==> src/rtl/scg_pkg.sv <==
// shared types and constants for the scan gap segmenter
package scg_pkg;

  localparam int MAX_POINTS_DEF  = 4096;
  localparam int COORD_BITS_DEF  = 24;

  localparam int GAP_W           = 23;
  localparam int SIZE_W          = 12;
  localparam int IDX_OUT_W       = 12;
  localparam int OUT_TDATA_W     = 2 * IDX_OUT_W;
  localparam int DELTA_W         = GAP_W + 1;
  localparam int SQ_W            = 2 * GAP_W;
  localparam int SUM_W           = SQ_W + 2;
  localparam int CFG_INDEX_W     = 2;
  localparam int CFG_DATA_W      = GAP_W;

  localparam logic [GAP_W-1:0]  MAX_GAP_RST    = GAP_W'(1000);
  localparam logic [SIZE_W-1:0] LEAST_GAPS_RST = SIZE_W'(3);

  localparam logic [CFG_INDEX_W-1:0] REG_MAX_GAP    = CFG_INDEX_W'(0);
  localparam logic [CFG_INDEX_W-1:0] REG_LEAST_GAPS = CFG_INDEX_W'(1);

  // clamped absolute coordinate differences of one point
  typedef struct packed {
    logic [DELTA_W-1:0] dx;
    logic [DELTA_W-1:0] dy;
    logic [DELTA_W-1:0] dz;
    logic               last;
  } scg_delta_t;

endpackage

==> src/rtl/scg_track.sv <==
// gap test, part tracking and result register
module scg_track #(
  parameter int MAX_POINTS = scg_pkg::MAX_POINTS_DEF,
  parameter int IDX_W      = $clog2(MAX_POINTS)
) (
  input  logic                               clk,
  input  logic                               rst,
  input  logic                               item_valid,
  input  scg_pkg::scg_delta_t                item,
  output logic                               advance,
  input  logic [scg_pkg::GAP_W-1:0]          max_gap,
  input  logic [scg_pkg::SIZE_W-1:0]         least_gaps,
  output logic                               m_tvalid,
  input  logic                               m_tready,
  output logic [scg_pkg::OUT_TDATA_W-1:0]    m_tdata
);
  import scg_pkg::*;

  localparam int OW = (IDX_W > IDX_OUT_W) ? IDX_W : IDX_OUT_W;
  localparam logic [IDX_W-1:0] IDX_TOP = IDX_W'(MAX_POINTS - 1);

  logic [IDX_W-1:0] point_count;
  logic [IDX_W-1:0] part_begin;
  logic             have_previous;
  logic [IDX_W-1:0] point_count_next;
  logic [IDX_W-1:0] part_begin_next;
  logic             have_previous_next;

  logic             process;
  logic [IDX_W-1:0] cur;
  logic [IDX_W-1:0] gaps;
  logic [SQ_W-1:0]  sq_x;
  logic [SQ_W-1:0]  sq_y;
  logic [SQ_W-1:0]  sq_z;
  logic [SQ_W-1:0]  gap_sq;
  logic [SUM_W-1:0] dist_sq;
  logic             too_large;
  logic             emit;
  logic [OW-1:0]    first_wide;
  logic [OW-1:0]    last_wide;

  assign advance = !m_tvalid || m_tready;
  assign process = item_valid && advance;

  assign sq_x    = SQ_W'(item.dx[GAP_W-1:0]) * SQ_W'(item.dx[GAP_W-1:0]);
  assign sq_y    = SQ_W'(item.dy[GAP_W-1:0]) * SQ_W'(item.dy[GAP_W-1:0]);
  assign sq_z    = SQ_W'(item.dz[GAP_W-1:0]) * SQ_W'(item.dz[GAP_W-1:0]);
  assign gap_sq  = SQ_W'(max_gap) * SQ_W'(max_gap);
  assign dist_sq = SUM_W'(sq_x) + SUM_W'(sq_y) + SUM_W'(sq_z);

  assign too_large = item.dx[GAP_W] || item.dy[GAP_W] || item.dz[GAP_W]
                  || (item.dx[GAP_W-1:0] > max_gap)
                  || (item.dy[GAP_W-1:0] > max_gap)
                  || (item.dz[GAP_W-1:0] > max_gap)
                  || (dist_sq > SUM_W'(gap_sq));

  assign cur  = (point_count == IDX_TOP) ? point_count : point_count + IDX_W'(1);
  assign gaps = point_count - part_begin;
  assign emit = have_previous && (too_large || item.last)
             && (OW'(gaps) >= OW'(least_gaps));

  assign first_wide = OW'(part_begin);
  assign last_wide  = item.last ? OW'(cur) : OW'(point_count);

  always_comb begin
    point_count_next   = point_count;
    part_begin_next    = part_begin;
    have_previous_next = have_previous;
    if (!have_previous) begin
      point_count_next   = '0;
      part_begin_next    = '0;
      have_previous_next = 1'b1;
    end else begin
      point_count_next = cur;
      if (too_large || item.last) begin
        part_begin_next = cur;
      end
    end
    if (item.last) begin
      point_count_next   = '0;
      part_begin_next    = '0;
      have_previous_next = 1'b0;
    end
  end

  always_ff @(posedge clk) begin
    if (rst) begin
      point_count   <= '0;
      part_begin    <= '0;
      have_previous <= 1'b0;
      m_tvalid      <= 1'b0;
    end else if (advance) begin
      m_tvalid <= process && emit;
      if (process) begin
        point_count   <= point_count_next;
        part_begin    <= part_begin_next;
        have_previous <= have_previous_next;
      end
    end
  end

  always_ff @(posedge clk) begin
    if (process && emit) begin
      m_tdata <= {last_wide[IDX_OUT_W-1:0], first_wide[IDX_OUT_W-1:0]};
    end
  end

endmodule

==> config.mk <==
export PLATFORM = sky130hd
export DESIGN_NAME = scg_track
export DESIGN_NICKNAME = d
export VERILOG_FILES = /design/src/rtl/scg_pkg.sv /design/src/rtl/scg_track.sv
export SDC_FILE = /design/constraint.sdc
export NUM_CORES = 2
export LEC_CHECK = 0
export BUFFER_PORTS_ARGS = -buffer_cell sky130_fd_sc_hd__clkbuf_2
export CAP_MARGIN = 20
export CORE_ASPECT_RATIO = 1.5
export CORE_UTILIZATION = 54
export CTS_BUF_LIST = sky130_fd_sc_hd__clkbuf_16
export DETAILED_ROUTE_END_ITERATION = 7
export PLACE_DENSITY_LB_ADDON = 0.05
export SLEW_MARGIN = 20
export SYNTH_ARGS = -nofsm -noshare
export SYNTH_HDL_FRONTEND = slang
export SYNTH_SLANG_ARGS = --single-unit
export TNS_END_PERCENT = 30
==> constraint.sdc <==
create_clock -name clk -period 16 [get_ports clk]
set_clock_uncertainty 0.1 [all_clocks]
set_input_delay 3.2 -clock clk [delete_from_list [all_inputs] [get_ports clk]]
set_output_delay 3.2 -clock clk [all_outputs]
set_load 0.02 [all_outputs]
==> flow_summary.yaml <==
floorplanning:
  chipWidth_um: 288
  dieHeight_um: 431
  start_util: 0.547
  die_area_um2: 124000
  num_rows: 156
  coreArea_um2: 121000
  boundaryPins: 138
clocking:
  cts_made_buffers: 5
  tritoncts: "built"
  root_buffer: "clkbuf_16"
  cts.sinks: 50
  cts_hold_buf: 0
  cts_setup_buffers: 0
  clk_pin_slew_ns: 0.06
  cts-htree-levels: 2
  cts_resized: 0
  clk_latency_ns: 0.29
  clk_path_buf_depth: 2
synthesis:
  syn_nets: 9769
  synth_xor_area_frac: 0.0220
  yosysWarnings: 0
  synthSimpleGateAreaFrac: 0.0998
  ys_ff_latch: 50
  syn_area_per_cell_um2: 9.25
  synth_mux_area_frac: 0.00176
  postSynthCellCount: 7157
  synth_area_um2: 66200
  ys_async_sr_fraction: 0
  synth_ff_type: "dfxtp_1"
  synthAdderAreaFrac: 0.668
  synth_top_family_by_area: "adder cells"
  synth-edff-count: 24
  seq_area_frac_synth: 0.0188
  synth_compound_area_frac: 0.0441
  synth_cell_type_count: 83
timing:
  finalHoldViolCount: 0
  period_needed_ns: 15.36
  max_freq_mhz: 65.1
  worstMarginPinSlew_ns: 1.10
  setup_viol: 0
  relSlewSlack: 0.265
  finalCritPeriodShare: 0.960
  rsz0062_at_grt: "no"
  fin_setup_tns_ns: 0
  finalMaxSlewViolations: 0
global_route:
  grt_max_degree: 30
  met1_usage: 0.400
  met3_usage: 0.0296
  overflow: 0
  grt_pass1_vias: 51271
  grt_pass1_wl_mm: 289
  use_met2: 0.532
  busiest_layer: "met2"
  antenna_found_initial: 16
  grt_use_total: 0.308
finish:
  area_delta_synth_final_pct: 4.04
  nNetsFinal: 9789
  final_layout_size_suffix_gt1_frac: 0.0386
setup_path:
  required_ns: 15.95
  start_kind: "input pin"
  cp_common_cell: "fa_1"
  critPathKind: "in -> reg"
  arrival_ns: 15.31
  max_stage_delay_ns: 0.60
  end_kind: "flip-flop"
  slowest_stage: "fa_1"
  cp_max_fo: 24
status:
  status: "finished with violations"
  violations: "design-rule violations"
route:
  via_per_inst: 5.19
  drc_errors: 76
  drt_iter0_markers: 2314
  detail_route.first_pass.iterations: 8
  post_drt_wl_per_cell_um: 20.6
  ant_nets: 0
  finalWirelength_mm: 180
  vias: 45485
placement:
  port-buffer-count: 137
  place_congestion: 0.956
  dp_hpwl_mm: 164
hold_path:
  hp-class: "reg -> reg"
flow_run:
  drv_cap: 0
[layout make-up]
| type | instances | area (µm²) |
|---|---|---|
| fill | 11208 | 52200 |
| tap | 1580 | 1980 |
| multi-input combinational | 4544 | 55300 |
| clock buffer | 5 | 125 |
| inverter | 2357 | 8850 |
| timing repair buffer | 219 | 1340 |
| antenna | 4 | 10.0 |
| clock inverter | 3 | 41.3 |
| sequential | 50 | 1240 |
[cell families after synthesis]
logic type      Yosys count
flops                    50
fa+ha+maj              2500
mux                      11
other cells               1
xor+xnor                166
buf+inv                2563
compound gates          446
simple gates           1420
[through the flow]
step / hold WS, ns / instance area, µm² / utilization / setup slack [ns] / instances
after global routing: 0.331 / 68800 / 0.569 / 0.220 / 8758
final: 0.330 / 68800 / 0.569 / 0.640 / 8762
after CTS: 0.330 / 68800 / 0.569 / 0.664 / 8758
after floorplan: 0.308 / 66200 / - / 2.41 / 7157
after detailed placement: 0.314 / 68700 / 0.567 / 0.439 / 8750
after global placement: 0.314 / 68700 / 0.567 / 0.342 / 8750
[layout by cell type, fill, tap and decap left out, types with 21 or more instances in the layout]
master and count:
dfxtp_1 26, nor2b_1 31, ha_1 783, buf_4 79
nand3_1 41, inv_1 2348, nand4_1 28, nor2_1 298
nand2b_1 21, clkbuf_2 137, o21bai_1 23, edfxtp_1 24
nand2_1 606, a21o_1 55, xnor2_1 101, o21ai_0 71
fa_1 1717, xor2_1 65, and2_1 321, a21oi_1 158
[cell usage after synthesis, types with 15 or more instances]
library cell | instances | area, µm²
o21bai_1 | 23 | 173
a21oi_1 | 158 | 791
xnor2_1 | 101 | 885
nand4_1 | 28 | 175
edfxtp_1 | 24 | 721
a211oi_1 | 19 | 143
dfxtp_1 | 26 | 521
ha_1 | 783 | 9800
clkbuf_1 | 190 | 713
nand2_1 | 606 | 2270
o21a_1 | 19 | 143
a31oi_1 | 15 | 93.8
nand2b_1 | 21 | 131
a21o_1 | 55 | 413
nand3_1 | 41 | 205
xor2_1 | 65 | 569
and2_1 | 321 | 2010
o21ai_0 | 71 | 355
nor3_1 | 21 | 105
fa_1 | 1717 | 34400
nor2b_1 | 31 | 194
inv_1 | 2348 | 8810
nor2_1 | 298 | 1120
[flip-flops by register name (all words and copies together), names as in the netlist]
register / cells
first_wide: 12
have_previous: 1
point_count: 12
m_tvalid: 1
m_tdata: 24
[final timing paths]
check / startpoint / to / slack, ns / cells past startpoint
max: item[39] / m_tdata[22]$_DFFE_PP_ / 0.64 / 40
min: first_wide[1]$_SDFFE_PP0P_ / m_tdata[1]$_DFFE_PP_ / 0.33 / 0
min reg2reg: first_wide[1]$_SDFFE_PP0P_ / m_tdata[1]$_DFFE_PP_ / 0.33 / 0
max reg2reg: point_count[0]$_SDFFE_PP0P_ / m_tdata[22]$_DFFE_PP_ / 11.44 / 19
[critical path: cells and delay by family]
kind / cells / cell delay [ns]
buffers and inverters: 9 / 1.65
adder cells (fa/ha/maj): 12 / 5.82
XOR/XNOR: 1 / 0.20
AND/OR/NAND/NOR: 8 / 1.94
AO/OA/AOI/OAI: 10 / 2.45
[per-layer routing]
metal  vias to the layer above  routed length (µm)
li1                      20644                   -
met4                        22                8930
met5                         -                 140
met3                       347                9070
met2                      1207               89200
met1                     23265               72900
Power is left out: the tool's default activity adds up to more than one toggle a clock period on the data nets, which glitch-free logic cannot reach.
