$ cat config.mk
export PLATFORM = sky130hd
export DESIGN_NAME = scg_delta
export DESIGN_NICKNAME = d
export VERILOG_FILES = /design/src/rtl/scg_pkg.sv /design/src/rtl/scg_delta.sv
export SDC_FILE = /design/constraint.sdc
export NUM_CORES = 1
export LEC_CHECK = 0
export ABC_AREA = 1
export BUFFER_PORTS_ARGS = -buffer_cell sky130_fd_sc_hd__clkbuf_2
export CAP_MARGIN = 20
export CORE_ASPECT_RATIO = 1.25
export CORE_MARGIN = 2
export CORE_UTILIZATION = 55
export DETAILED_ROUTE_END_ITERATION = 6
export PLACE_DENSITY_LB_ADDON = 0.1
export RECOVER_POWER = 100
export SKIP_LAST_GASP = 1
export SYNTH_ARGS = -nofsm -noshare
export SYNTH_HDL_FRONTEND = slang
export SYNTH_SLANG_ARGS = --single-unit
$ cat constraint.sdc
create_clock -name clk -period 2.7 [get_ports clk]
set_input_delay 0.54 -clock clk [delete_from_list [all_inputs] [get_ports clk]]
set_output_delay 0.54 -clock clk [all_outputs]
set_load 0.02 [all_outputs]
$ cat src/rtl/scg_pkg.sv
// shared types and constants for the scan gap segmenter
package scg_pkg;

  localparam int MAX_POINTS_DEF  = 4096;
  localparam int COORD_BITS_DEF  = 24;

  localparam int GAP_W           = 23;
  localparam int SIZE_W          = 12;
  localparam int IDX_OUT_W       = 12;
  localparam int OUT_TDATA_W     = 2 * IDX_OUT_W;
  localparam int DELTA_W         = GAP_W + 1;
  localparam int SQ_W            = 2 * GAP_W;
  localparam int SUM_W           = SQ_W + 2;
  localparam int CFG_INDEX_W     = 2;
  localparam int CFG_DATA_W      = GAP_W;

  localparam logic [GAP_W-1:0]  MAX_GAP_RST    = GAP_W'(1000);
  localparam logic [SIZE_W-1:0] LEAST_GAPS_RST = SIZE_W'(3);

  localparam logic [CFG_INDEX_W-1:0] REG_MAX_GAP    = CFG_INDEX_W'(0);
  localparam logic [CFG_INDEX_W-1:0] REG_LEAST_GAPS = CFG_INDEX_W'(1);

  // clamped absolute coordinate differences of one point
  typedef struct packed {
    logic [DELTA_W-1:0] dx;
    logic [DELTA_W-1:0] dy;
    logic [DELTA_W-1:0] dz;
    logic               last;
  } scg_delta_t;

endpackage

$ cat src/rtl/scg_delta.sv
// input stage: registers the point and its distance to the previous point
module scg_delta #(
  parameter int COORD_BITS = scg_pkg::COORD_BITS_DEF,
  parameter int IN_W       = ((3 * COORD_BITS + 7) / 8) * 8
) (
  input  logic                clk,
  input  logic                rst,
  input  logic                s_tvalid,
  output logic                s_tready,
  input  logic [IN_W-1:0]     s_tdata,
  input  logic                s_tlast,
  input  logic                advance,
  output logic                item_valid,
  output scg_pkg::scg_delta_t item
);
  import scg_pkg::*;

  localparam int DIFF_W = COORD_BITS + 1;
  localparam int WIDE_W = (DIFF_W > DELTA_W) ? DIFF_W : DELTA_W;

  logic [COORD_BITS-1:0] prev_x;
  logic [COORD_BITS-1:0] prev_y;
  logic [COORD_BITS-1:0] prev_z;
  logic [COORD_BITS-1:0] cur_x;
  logic [COORD_BITS-1:0] cur_y;
  logic [COORD_BITS-1:0] cur_z;
  logic                  accept;
  scg_delta_t            item_next;

  function automatic logic [DELTA_W-1:0] clamp_delta(input logic [COORD_BITS-1:0] a,
                                                     input logic [COORD_BITS-1:0] b);
    logic signed [DIFF_W-1:0] diff;
    logic [DIFF_W-1:0]        mag;
    logic [WIDE_W-1:0]        wide;
    diff = $signed({a[COORD_BITS-1], a}) - $signed({b[COORD_BITS-1], b});
    mag  = diff[DIFF_W-1] ? DIFF_W'(-diff) : DIFF_W'(diff);
    wide = WIDE_W'(mag);
    // anything at or above 2^23 is beyond any gap limit
    if (|wide[WIDE_W-1:GAP_W]) begin
      return {1'b1, {GAP_W{1'b0}}};
    end
    return {1'b0, wide[GAP_W-1:0]};
  endfunction

  assign cur_x    = s_tdata[COORD_BITS-1:0];
  assign cur_y    = s_tdata[2*COORD_BITS-1:COORD_BITS];
  assign cur_z    = s_tdata[3*COORD_BITS-1:2*COORD_BITS];
  assign s_tready = !item_valid || advance;
  assign accept   = s_tvalid && s_tready;

  always_comb begin
    item_next.dx   = clamp_delta(cur_x, prev_x);
    item_next.dy   = clamp_delta(cur_y, prev_y);
    item_next.dz   = clamp_delta(cur_z, prev_z);
    item_next.last = s_tlast;
  end

  always_ff @(posedge clk) begin
    if (rst) begin
      item_valid <= 1'b0;
      prev_x     <= '0;
      prev_y     <= '0;
      prev_z     <= '0;
    end else begin
      if (s_tready) begin
        item_valid <= s_tvalid;
      end
      if (accept) begin
        prev_x <= cur_x;
        prev_y <= cur_y;
        prev_z <= cur_z;
      end
    end
  end

  always_ff @(posedge clk) begin
    if (accept) begin
      item <= item_next;
    end
  end

endmodule

==> metrics, run 1 <==
Worst EP arrival=3280 ps; max_slew headroom=0.2431; initial antenna violation count=0; Ys Warns=0; CORE AREA=22960 um^2; Critical Path Start Type=register; Placed Cells=2679; worst min path class=in -> reg; Min Clock Period, post-route=3076 ps; die width=140.8 um; clk_skew=22.47 ps; Initial Utilization=0.5607; Setup Viol. Count Final=72; largest net degree at the start of global routing=82; syn_area_per_cell=6.555 um^2; Least-Margin Pin Slew=1135 ps; die area=24660 um^2; final wirelength=42.21 mm; Die Span Y=175.1 um; Setup Crit Path Kind=reg -> reg; fillcell total=1604; H-Tree Depth=4; max-slew violations=0; via-per-instance ratio=5.308; Core Rows=62; Yosys top cell area share=0.1758; CTS tree=done; DR iter-0 viols=1037; P_leak=9.249 nW; post-route non-filler standard cell count=2772; CTS sink cnt=146; synth-to-layout area growth=44.95%; most frequent cell on the critical path=nand2_2; hold slack=293.8 ps; delay-heaviest family, CP=simple AND/OR/NAND/NOR gates; status=finished, violations left; antenna-violating nets left=0; global placer's final weighted congestion=0.9846; Post-synth ARST share=0; Worst path max stage delay=440 ps; Synthesized Nets=2119; largest cells by area after synthesis=nand2_1, edfxtp_1, dfxtp_1; post-synthesis sequential area ratio=0.2838; CP bufs+invs=3; number of flops mapped to enable cells by yosys=73; ant diodes=0; Post-Syn Instances=1964; Clock Root Buffer=clkbuf_16; layout cells sized above 1=0.3394; DP Worst Slack=-654.1 ps; slowest library cell on the worst path=fa_2; Period Utilization, post-route=1.139; Peak VDD IR=0.5475 mV; failing checks=DRC, setup timing; Hold Buf Count CTS=0; post-route setup slack=-376.2 ps; max-cap viol count=0; FMAX=0.3251 GHz; library cells used by synthesis=44; total track usage=0.3085; unrepaired setup endpoints after global routing=yes; clk slew on worst S/H paths=70 ps; Final Hold Fails=0; Crit Path Max Fanout=5; Final nets=2626; IO Pins=152; Num CTS Buffers=17; CP Cell Sequence=ha_4 > inv_4 > fa_2 > nand2_2 > nand2_2 > a21o_1 > nand2_2 > nand3_2 > nor2_4 > nand2_2 > nor2_4 > nand3_4 > nor2_4 > nand4_1 > nand3_4 > buf_12 > buf_16 > nor2_2; via count of the first global-routing pass=13710; first-pass GRT wire length=61.73 mm; First-pass DRT Iterations=7; top cell type by total area after synthesis=nand2_1; power density over cell area=637.1 nW/um^2; Primary FF master, synth=edfxtp_1; detailed-route wire length per cell=15.23 um; GR Overflow Total=0; DP HPWL=28.14 mm; CP required=2900 ps; buffer levels on the longest clock path=2; drt drc=2; Setup crit end kind=register; PortBufs=151; Seq cells post-synth=146; vias=14720; post-synthesis cell area=12870 um^2; Skew-Pair Late Insertion Delay=450 ps
-- layer usage --
layer	part of all wire	global-route usage	vias to the layer above	routed length [um]
met5	0	0	-	0
met4	0.046	0.1388	0	1941
met3	0.055	0.04111	174	2339
met2	0.53	0.5874	564	22230
met1	0.37	0.3367	6714	15700
li1	-	-	7263	-
-- metrics by stage --
step	power, mW	TNS (ps)	util	instance area (um^2)
floorplan	6.313	-6038	-	13040
global placement	8.142	-37500	0.7136	16390
detailed placement	8.284	-41900	0.7136	16390
CTS	11.00	-8542	0.7619	17500
global route	12.54	-25470	0.8127	18660
finish	11.89	-16810	0.8127	18660
-- worst register-to-register path: cells and delay by family (launching register included) --
family | cells | cell delay, ps
buffers and inverters | 3 | 290
adders and majority gates | 2 | 580
and+or+nand+nor | 12 | 1440
DFF | 1 | 350
AOI/OAI and AO/OA | 1 | 160
-- placed cells by master, fill, tap and decap left out, types with 5 or more instances in the layout --
master and n:
nand2_1 541, buf_4 347, inv_1 320, nor2_1 153
nand3_1 90, nand2_2 87, clkbuf_2 77, clkbuf_1 75
edfxtp_1 73, a211oi_1 72, dfxtp_1 70, nor2_2 64
a21oi_1 53, ha_1 45, xor2_1 38, nand3_2 36
nor2_4 35, nand4_1 33, a21oi_2 27, ha_4 26
clkbuf_16 23, inv_2 18, o21ai_0 18, nand3b_1 15
xnor2_1 14, nand3_4 12, nor3_1 12, nand2_4 11
buf_12 11, a21oi_4 8, inv_6 8, o21bai_1 7
nor3_2 6, buf_6 5
-- power by group --
group	internal, mW	switching, mW
Clock	1.30	1.11
Combinational	2.79	3.74
Sequential	2.81	0.146
Total	6.90	4.99
-- worst paths after layout --
check / slack, ps / startpoint / to / cells past startpoint
worst min-delay path: 290 / s_tlast / item[0] / 1
worst min register to register: 470 / prev_z[23] / prev_z[23] / 2
worst max-delay path: -380 / prev_y[0] / item[34] / 18
worst max register to register: -380 / prev_y[0] / item[34] / 18
-- final cells by class --
class,count,area (um^2),share of cell area
repair buffers,528,3814,0.2044
multi-input cells,1431,8902,0.4770
clock buffers,17,425.4,0.02280
flip-flops and latches,146,3657,0.1960
inverters,347,1356,0.07268
clock inverters,15,146.4,0.007844
well taps,288,360.3,0.01931
-- cell families (layout without fill, tap and decap cells) --
group	after synthesis	count (layout)	synth area share
buffers and inverters	387	907	0.1201
DFF	146	146	0.2838
AOI/OAI and AO/OA	193	193	0.1005
xor gates and xnor gates	57	57	0.04023
adders and majority gates	78	78	0.07755
and+or+nand+nor	1103	1103	0.3778
-- registers in the layout, indices dropped and copies added (netlist names) --
signal / cells
item: 73
prev_x: 24
prev_y: 24
prev_z: 24
item_valid: 1
-- what timing repair did --
| action | 4_1_cts | 5_1_grt |
|---|---|---|
| setup buffers | 27 | 27 |
| cloned | 3 | 7 |
| pin swaps | 42 | 103 |
| endpoints found under the setup margin | 72 | 72 |
| resized for setup | 54 | 213 |
-- cells in the mapped netlist, drive strengths merged, types with 15 or more instances --
cell,number
nand3,138
ha,75
xor2,43
buf,20
nor2,253
o21ai,21
nand2,640
dfxtp,73
nand3b,15
a211oi,72
inv,346
nand4,33
clkbuf,20
a21oi,88
edfxtp,73
nor3,19
Power figures use the tool's default switching activity.
==> inputs of run 2 (changes only) <==
==> constraint.sdc (replaced) <==
create_clock -name clk -period 2.7 [get_ports clk]
set_input_delay 0.135 -clock clk [delete_from_list [all_inputs] [get_ports clk]]
set_output_delay 0.135 -clock clk [all_outputs]
set_load 0.02 [all_outputs]
==> run 2 against run 1 <==
Against the previous run:
- global-route usage rose by 0.23 points
- clock skew shrank 13 ps
- register-to-register slack gained 80 ps
- die area stayed put
- largest power group unchanged
- highest routed layer unchanged
- cell count shrank 1.7%
- largest cell class unchanged
- via count shrank 2.8%
- cell area down 0.29%
- worst setup slack gained 81 ps
- total power shrank 1.8%
- the flow finishes with violations (capacitance limit, slew limit, setup timing)
- combinational power fell by 4.3%
==> metrics, run 2 (synthesis results as in run 1) <==
final instance area=18610 um^2 (-0.29%); Critical Path Start Type=register; die area=24660 um^2 (unchanged); Crit Path Max Fanout=6 (+1); Largest register FFs=73 (unchanged); commonest non-fill, non-tap cell in the layout=nand2_1; Final nets=2579 (-1.8%); worst hold path endpoint=item_valid; RR Endpoint=item[3]; First-pass DRT Iterations=7 (unchanged); vias=14310 (-2.8%); Setup crit end kind=register; hold path depth=4 (+3); worst min path class=in -> reg; die width=140.8 um (unchanged); Skew-Pair Late Insertion Delay=440 ps (about the same); power density over cell area=627.3 nW/um^2 (-1.5%); hold path start=advance; FMAX=0.3338 GHz (+2.7%); Die Span Y=175.1 um (unchanged); DP HPWL=27.08 mm (-3.8%); Least-Margin Pin Slew=1517 ps (+381.6 ps); CORE AREA=22960 um^2 (unchanged); Reg with most FFs=item; drt drc=0 (-2); global placer's final weighted congestion=0.9718 (-1.3%); reg2reg setup slack=-300 ps (+80 ps); post-route setup slack=-295.5 ps (+80.65 ps); via-per-instance ratio=5.251 (-1.1%); ant diodes=0 (unchanged); CTS tree=done; max-slew violations=82 (+82); P_leak=9.026 nW (-2.4%); total track usage=0.3108 (+0.002296); initial antenna violation count=0 (unchanged); R2R depth=20 (+2); Setup Crit Path Kind=reg -> reg; Post-DP Area=15340 um^2 (-6.4%); Initial Utilization=0.5607 (unchanged); Setup crit start=prev_z[0]; reg-to-reg startpoint=prev_z[0]; IO Pins=152 (unchanged); most frequent cells in the layout=nand2_1, inv_1, buf_4; largest net degree at the start of global routing=82 (unchanged); clk_skew=9.703 ps (-12.77 ps); Worst EP arrival=3190 ps (-90 ps); DR iter-0 viols=1048 (+1.1%); final wirelength=41.21 mm (-2.4%); Peak VDD IR=0.5298 mV (-3.2%); GR Overflow Total=0 (unchanged); CP required=2900 ps (about the same); clk slew on worst S/H paths=60 ps (about the same); Period Utilization, post-route=1.109 (-0.02987); Core Rows=62 (unchanged); failing checks=capacitance limit, slew limit, setup timing; synth-to-layout area growth=44.52%; antenna-violating nets left=0 (unchanged); max_slew headroom=-0.01136 (-0.2544); max-cap viol count=1 (+1); DP Worst Slack=-307.0 ps (+347.2 ps); layout cells sized above 1=0.3160 (-0.02341); PortBufs=151 (unchanged); unrepaired setup endpoints after global routing=yes; via count of the first global-routing pass=13540 (-1.2%); Clock Root Buffer=clkbuf_16; CTS sink cnt=146 (unchanged); Min Clock Period, post-route=2996 ps (-80.65 ps); Setup Viol. Count Final=72 (unchanged); buffer levels on the longest clock path=2 (unchanged); Final Hold Fails=0 (unchanged); Num CTS Buffers=17 (unchanged); first-pass GRT wire length=62.46 mm (+1.2%); H-Tree Depth=4 (unchanged); detailed-route wire length per cell=15.12 um (-0.70%); status=finished, violations left
-- run 2: worst max path at each step --
stage | endpoint | slack, ps | cells after the start
floorplan | item[12] | 30 | 17
CTS | item[2] | -170 | 18
detailed placement | item[8] | -310 | 16
finish | item[3] | -300 | 20
global route | item[44] | -420 | 19
global placement | item[8] | -210 | 16
-- run 2: report_power, final --
part / switching [mW] / internal (mW) / total, mW
clock: 1.03 / 1.45 / 2.48
sequential: 0.132 / 2.81 / 2.95
combinational: 3.66 / 2.59 / 6.25
-- run 2: area by class of cell --
type	count	area [um^2]
inverter	347	1319
clock buffer	21	471.7
clock inverter	11	127.6
sequential	146	3657
fill	1586	4355
tap	288	360.3
timing repair buffer	481	3576
multi-input combinational	1431	9095
-- run 2: what timing repair did --
| action | CTS | global route |
|---|---|---|
| gates cloned | 7 | 4 |
| pin swaps | 38 | 95 |
| resized for setup | 140 | 210 |
| buffers inserted | 50 | 24 |
| hold buffers | 58 | 0 |
| hold endpoints to repair | 58 | 0 |
| endpoints found under the setup margin | 72 | 72 |
-- run 2: stage by stage --
stage / power [mW] / cells / utilization / hold WS, ps / TNS [ps]
after floorplan: 6.269 / 1964 / - / 233.9 / 0
after global placement: 7.752 / 2560 / 0.6679 / 318.7 / -9146
after detailed placement: 7.856 / 2560 / 0.6679 / 328.7 / -15640
final: 11.67 / 2725 / 0.8103 / 2.158 / -12310
after CTS: 11.01 / 2707 / 0.7705 / 2.990 / -8204
after global routing: 12.32 / 2725 / 0.8103 / 1.582 / -20030
-- run 2: layer usage --
metal	vias to the layer above	routed length, um	GRT usage
li1	7158	-	-
met1	6553	16700	0.3601
met2	480	21010	0.5734
met4	0	1415	0.1146
met3	117	2081	0.04960
met5	-	0	0
-- run 2: worst max-delay path, cell delays in order, from the launching register on --
cell     delay, ps
dfxtp_2        360
ha_4           140
inv_4           30
fa_2           420
buf_6          140
nand2_2         60
nand3_2         80
nand3_2        110
nand2_2         90
nand2_4        100
nand3_2         90
nand2_2        100
nand2_2         80
nor3_4         230
nand3_2        130
nand2_2         90
nand2_2         70
nand3_4        110
buf_12         130
buf_12         130
nor2_1          60
==> inputs of run 3 (changes only) <==
REMOVE_ABC_BUFFERS = 1   (was not set)
==> run 3 against run 2 <==
Against the previous run:
- utilization shrank 2.1 points
- total power is 4.3% lower
- critical path depth unchanged
- sequential cell count stayed put
- clock power fell by 6%
- the run ends with setup timing left
- cell area is 2.6% lower
- sequential share of layout area grew 0.52 points
- hold slack better by 8.9 ps
==> metrics, run 3 (synthesis results as in run 1) <==
Min Clock Period, post-route=2933 ps (-62.17 ps); Peak VDD IR=0.5166 mV (-2.5%); post-route setup TNS=-10070 ps (+2241 ps); Worst EP arrival=3130 ps (-60 ps); DR iter-0 viols=620 (-41%); max-slew violations=0 (-100%); PortBufs=151 (unchanged); power density over cell area=616.1 nW/um^2 (-1.8%); CTS sink cnt=146 (unchanged); antenna-violating nets left=0 (unchanged); P_leak=8.806 nW (-2.4%); final wirelength=38.31 mm (-7.0%); Setup crit end kind=register; delay-heaviest family, CP=simple AND/OR/NAND/NOR gates; utilization after layout=0.7893 (-0.02103); Post-DP Area=15310 um^2 (-0.16%); Num CTS Buffers=17 (unchanged); Period Utilization, post-route=1.086 (-0.02303); FMAX=0.3409 GHz (+2.1%); status=finished, violations left; worst min path class=in -> reg; post-route non-filler standard cell count=2694 (-1.1%); Final nets=2548 (-1.2%); global placer's final weighted congestion=0.9283 (-4.5%); CP required=2900 ps (about the same); synth-to-layout area growth=40.77%; Setup Crit Path Kind=reg -> reg; Critical Path Start Type=register; reg-to-reg startpoint=prev_y[0]; Clock Root Buffer=clkbuf_16; fillcell total=1719 (+8.4%); Final Hold Fails=0 (unchanged); hold path start=s_tdata[56]; CTS tree=done; Core Rows=62 (unchanged); via count of the first global-routing pass=12900 (-4.7%); IO Pins=152 (unchanged); Die Span Y=175.1 um (unchanged); detailed-route wire length per cell=14.22 um (-6.0%); hold path depth=3 (-1); die width=140.8 um (unchanged); failing checks=setup timing; Skew-Pair Late Insertion Delay=450 ps (about the same); CORE AREA=22960 um^2 (unchanged); Crit Path Max Fanout=6 (unchanged); DP HPWL=26.57 mm (-1.9%); Least-Margin Pin Slew=1161 ps (-356.4 ps); GR Overflow Total=0 (unchanged); clk_skew=10.70 ps (+1.000 ps); Power, Total=11.17 mW (-4.3%); Setup Viol. Count Final=72 (unchanged); via-per-instance ratio=5.121 (-2.5%); slowest library cell on the worst path=fa_2; most frequent cells in the layout=nand2_1, inv_1, buf_4; post-route setup slack=-233.4 ps (+62.17 ps); Setup crit start=prev_y[0]; largest net degree at the start of global routing=80 (-2.4%); R2R depth=20 (unchanged); clk slew on worst S/H paths=70 ps (about the same); Reg with most FFs=item; area of the multi-input gates=8907 um^2 (-2.1%); register area=3657 um^2 (unchanged); max_slew headroom=0.2262 (+0.2376); First-pass DRT Iterations=7 (unchanged); first-pass GRT wire length=58.01 mm (-7.1%); reg2reg setup slack=-230 ps (+60 ps); CP Depth=20 (unchanged); total track usage=0.2884 (-0.02238); drt drc=0 (unchanged); CP bufs+invs=4 (unchanged); unrepaired setup endpoints after global routing=yes; ant diodes=0 (unchanged); H-Tree Depth=4 (unchanged); buffer levels on the longest clock path=2 (unchanged); Largest register FFs=73 (unchanged); Placed Cells=2557 (-0.12%); layout cells sized above 1=0.2984 (-0.01754); initial antenna violation count=1 (+1); Worst path max stage delay=440 ps (+20 ps); die area=24660 um^2 (unchanged); final instance area=18120 um^2 (-2.6%); max-cap viol count=0 (-1); commonest non-fill, non-tap cell in the layout=nand2_1; Initial Utilization=0.5607 (unchanged); CP Cell Sequence=ha_4 > inv_2 > fa_2 > nand2_2 > nand2_2 > a21o_1 > nand2_2 > inv_2 > nor2_2 > nand2_1 > nor2_2 > nand3_2 > nor2_2 > nand3_2 > nand2_1 > nand2_1 > nand3_2 > buf_6 > buf_8 > nor2_1; vias=13800 (-3.6%)
-- run 3: changes by cell type in the layout (fill, tap and decap cells not counted), moves of 4 or more --
cell,before,now
buf_6,15,9
nand2_4,16,9
a21oi_4,7,3
a21oi_2,28,33
ha_4,36,31
ha_1,32,40
nand3_1,87,92
nand3_2,40,36
buf_4,237,207
dlygate4sd3_1,58,64
nand2_2,95,100
-- run 3: through the flow --
| stage | worst slack [ps] | hold WS, ps |
|---|---|---|
| 5_1_grt | -394.3 | 37.63 |
| 4_1_cts | -134.5 | 3.595 |
| 6_report | -233.4 | 11.08 |
| 2_1_floorplan | -3008 | 204.1 |
| 3_5_place_dp | -240.2 | 315.0 |
| 3_3_place_gp | -200.4 | 312.2 |
-- run 3: area by class of cell --
type / count / area share
Timing Repair Buffer: 450 / 0.1838
Sequential cell: 146 / 0.2018
Clock inverter: 11 / 0.005799
Multi-Input combinational cell: 1431 / 0.4915
Clock buffer: 21 / 0.02485
Tap cell: 288 / 0.01988
Inverter: 347 / 0.07242
-- run 3: worst min-delay path: stages --
cell	delay, ps
clkbuf_2	120
nor2_1	110
a211oi_1	50
-- run 3: final timing paths --
kind,to
max,item[27]
min,prev_z[8]
max reg2reg,item[27]
min reg2reg,prev_z[20]
-- run 3: routing by layer --
| metal | track usage | wire (um) | share of wire |
|---|---|---|---|
| met1 | 0.3393 | 15670 | 0.41 |
| met2 | 0.5366 | 19680 | 0.51 |
| met3 | 0.03617 | 1575 | 0.041 |
| met4 | 0.09958 | 1379 | 0.036 |
| met5 | 0 | 12 | 0.00031 |
-- run 3: power breakdown --
group / switching [mW] / total, mW / internal, mW
clock network: 1.03 / 2.32 / 1.30
logic: 3.44 / 5.90 / 2.46
registers: 0.132 / 2.95 / 2.81
total: 4.60 / 11.2 / 6.57
-- run 3: what timing repair did --
item | 4_1_cts | 5_1_grt
endpoints found under the hold margin | 63 | 0
endpoints found under the setup margin | 72 | 72
pin swaps | 32 | 62
hold buffers | 64 | 0
buffers inserted | 24 | 14
resized for setup | 126 | 179
cloned | 4 | 7
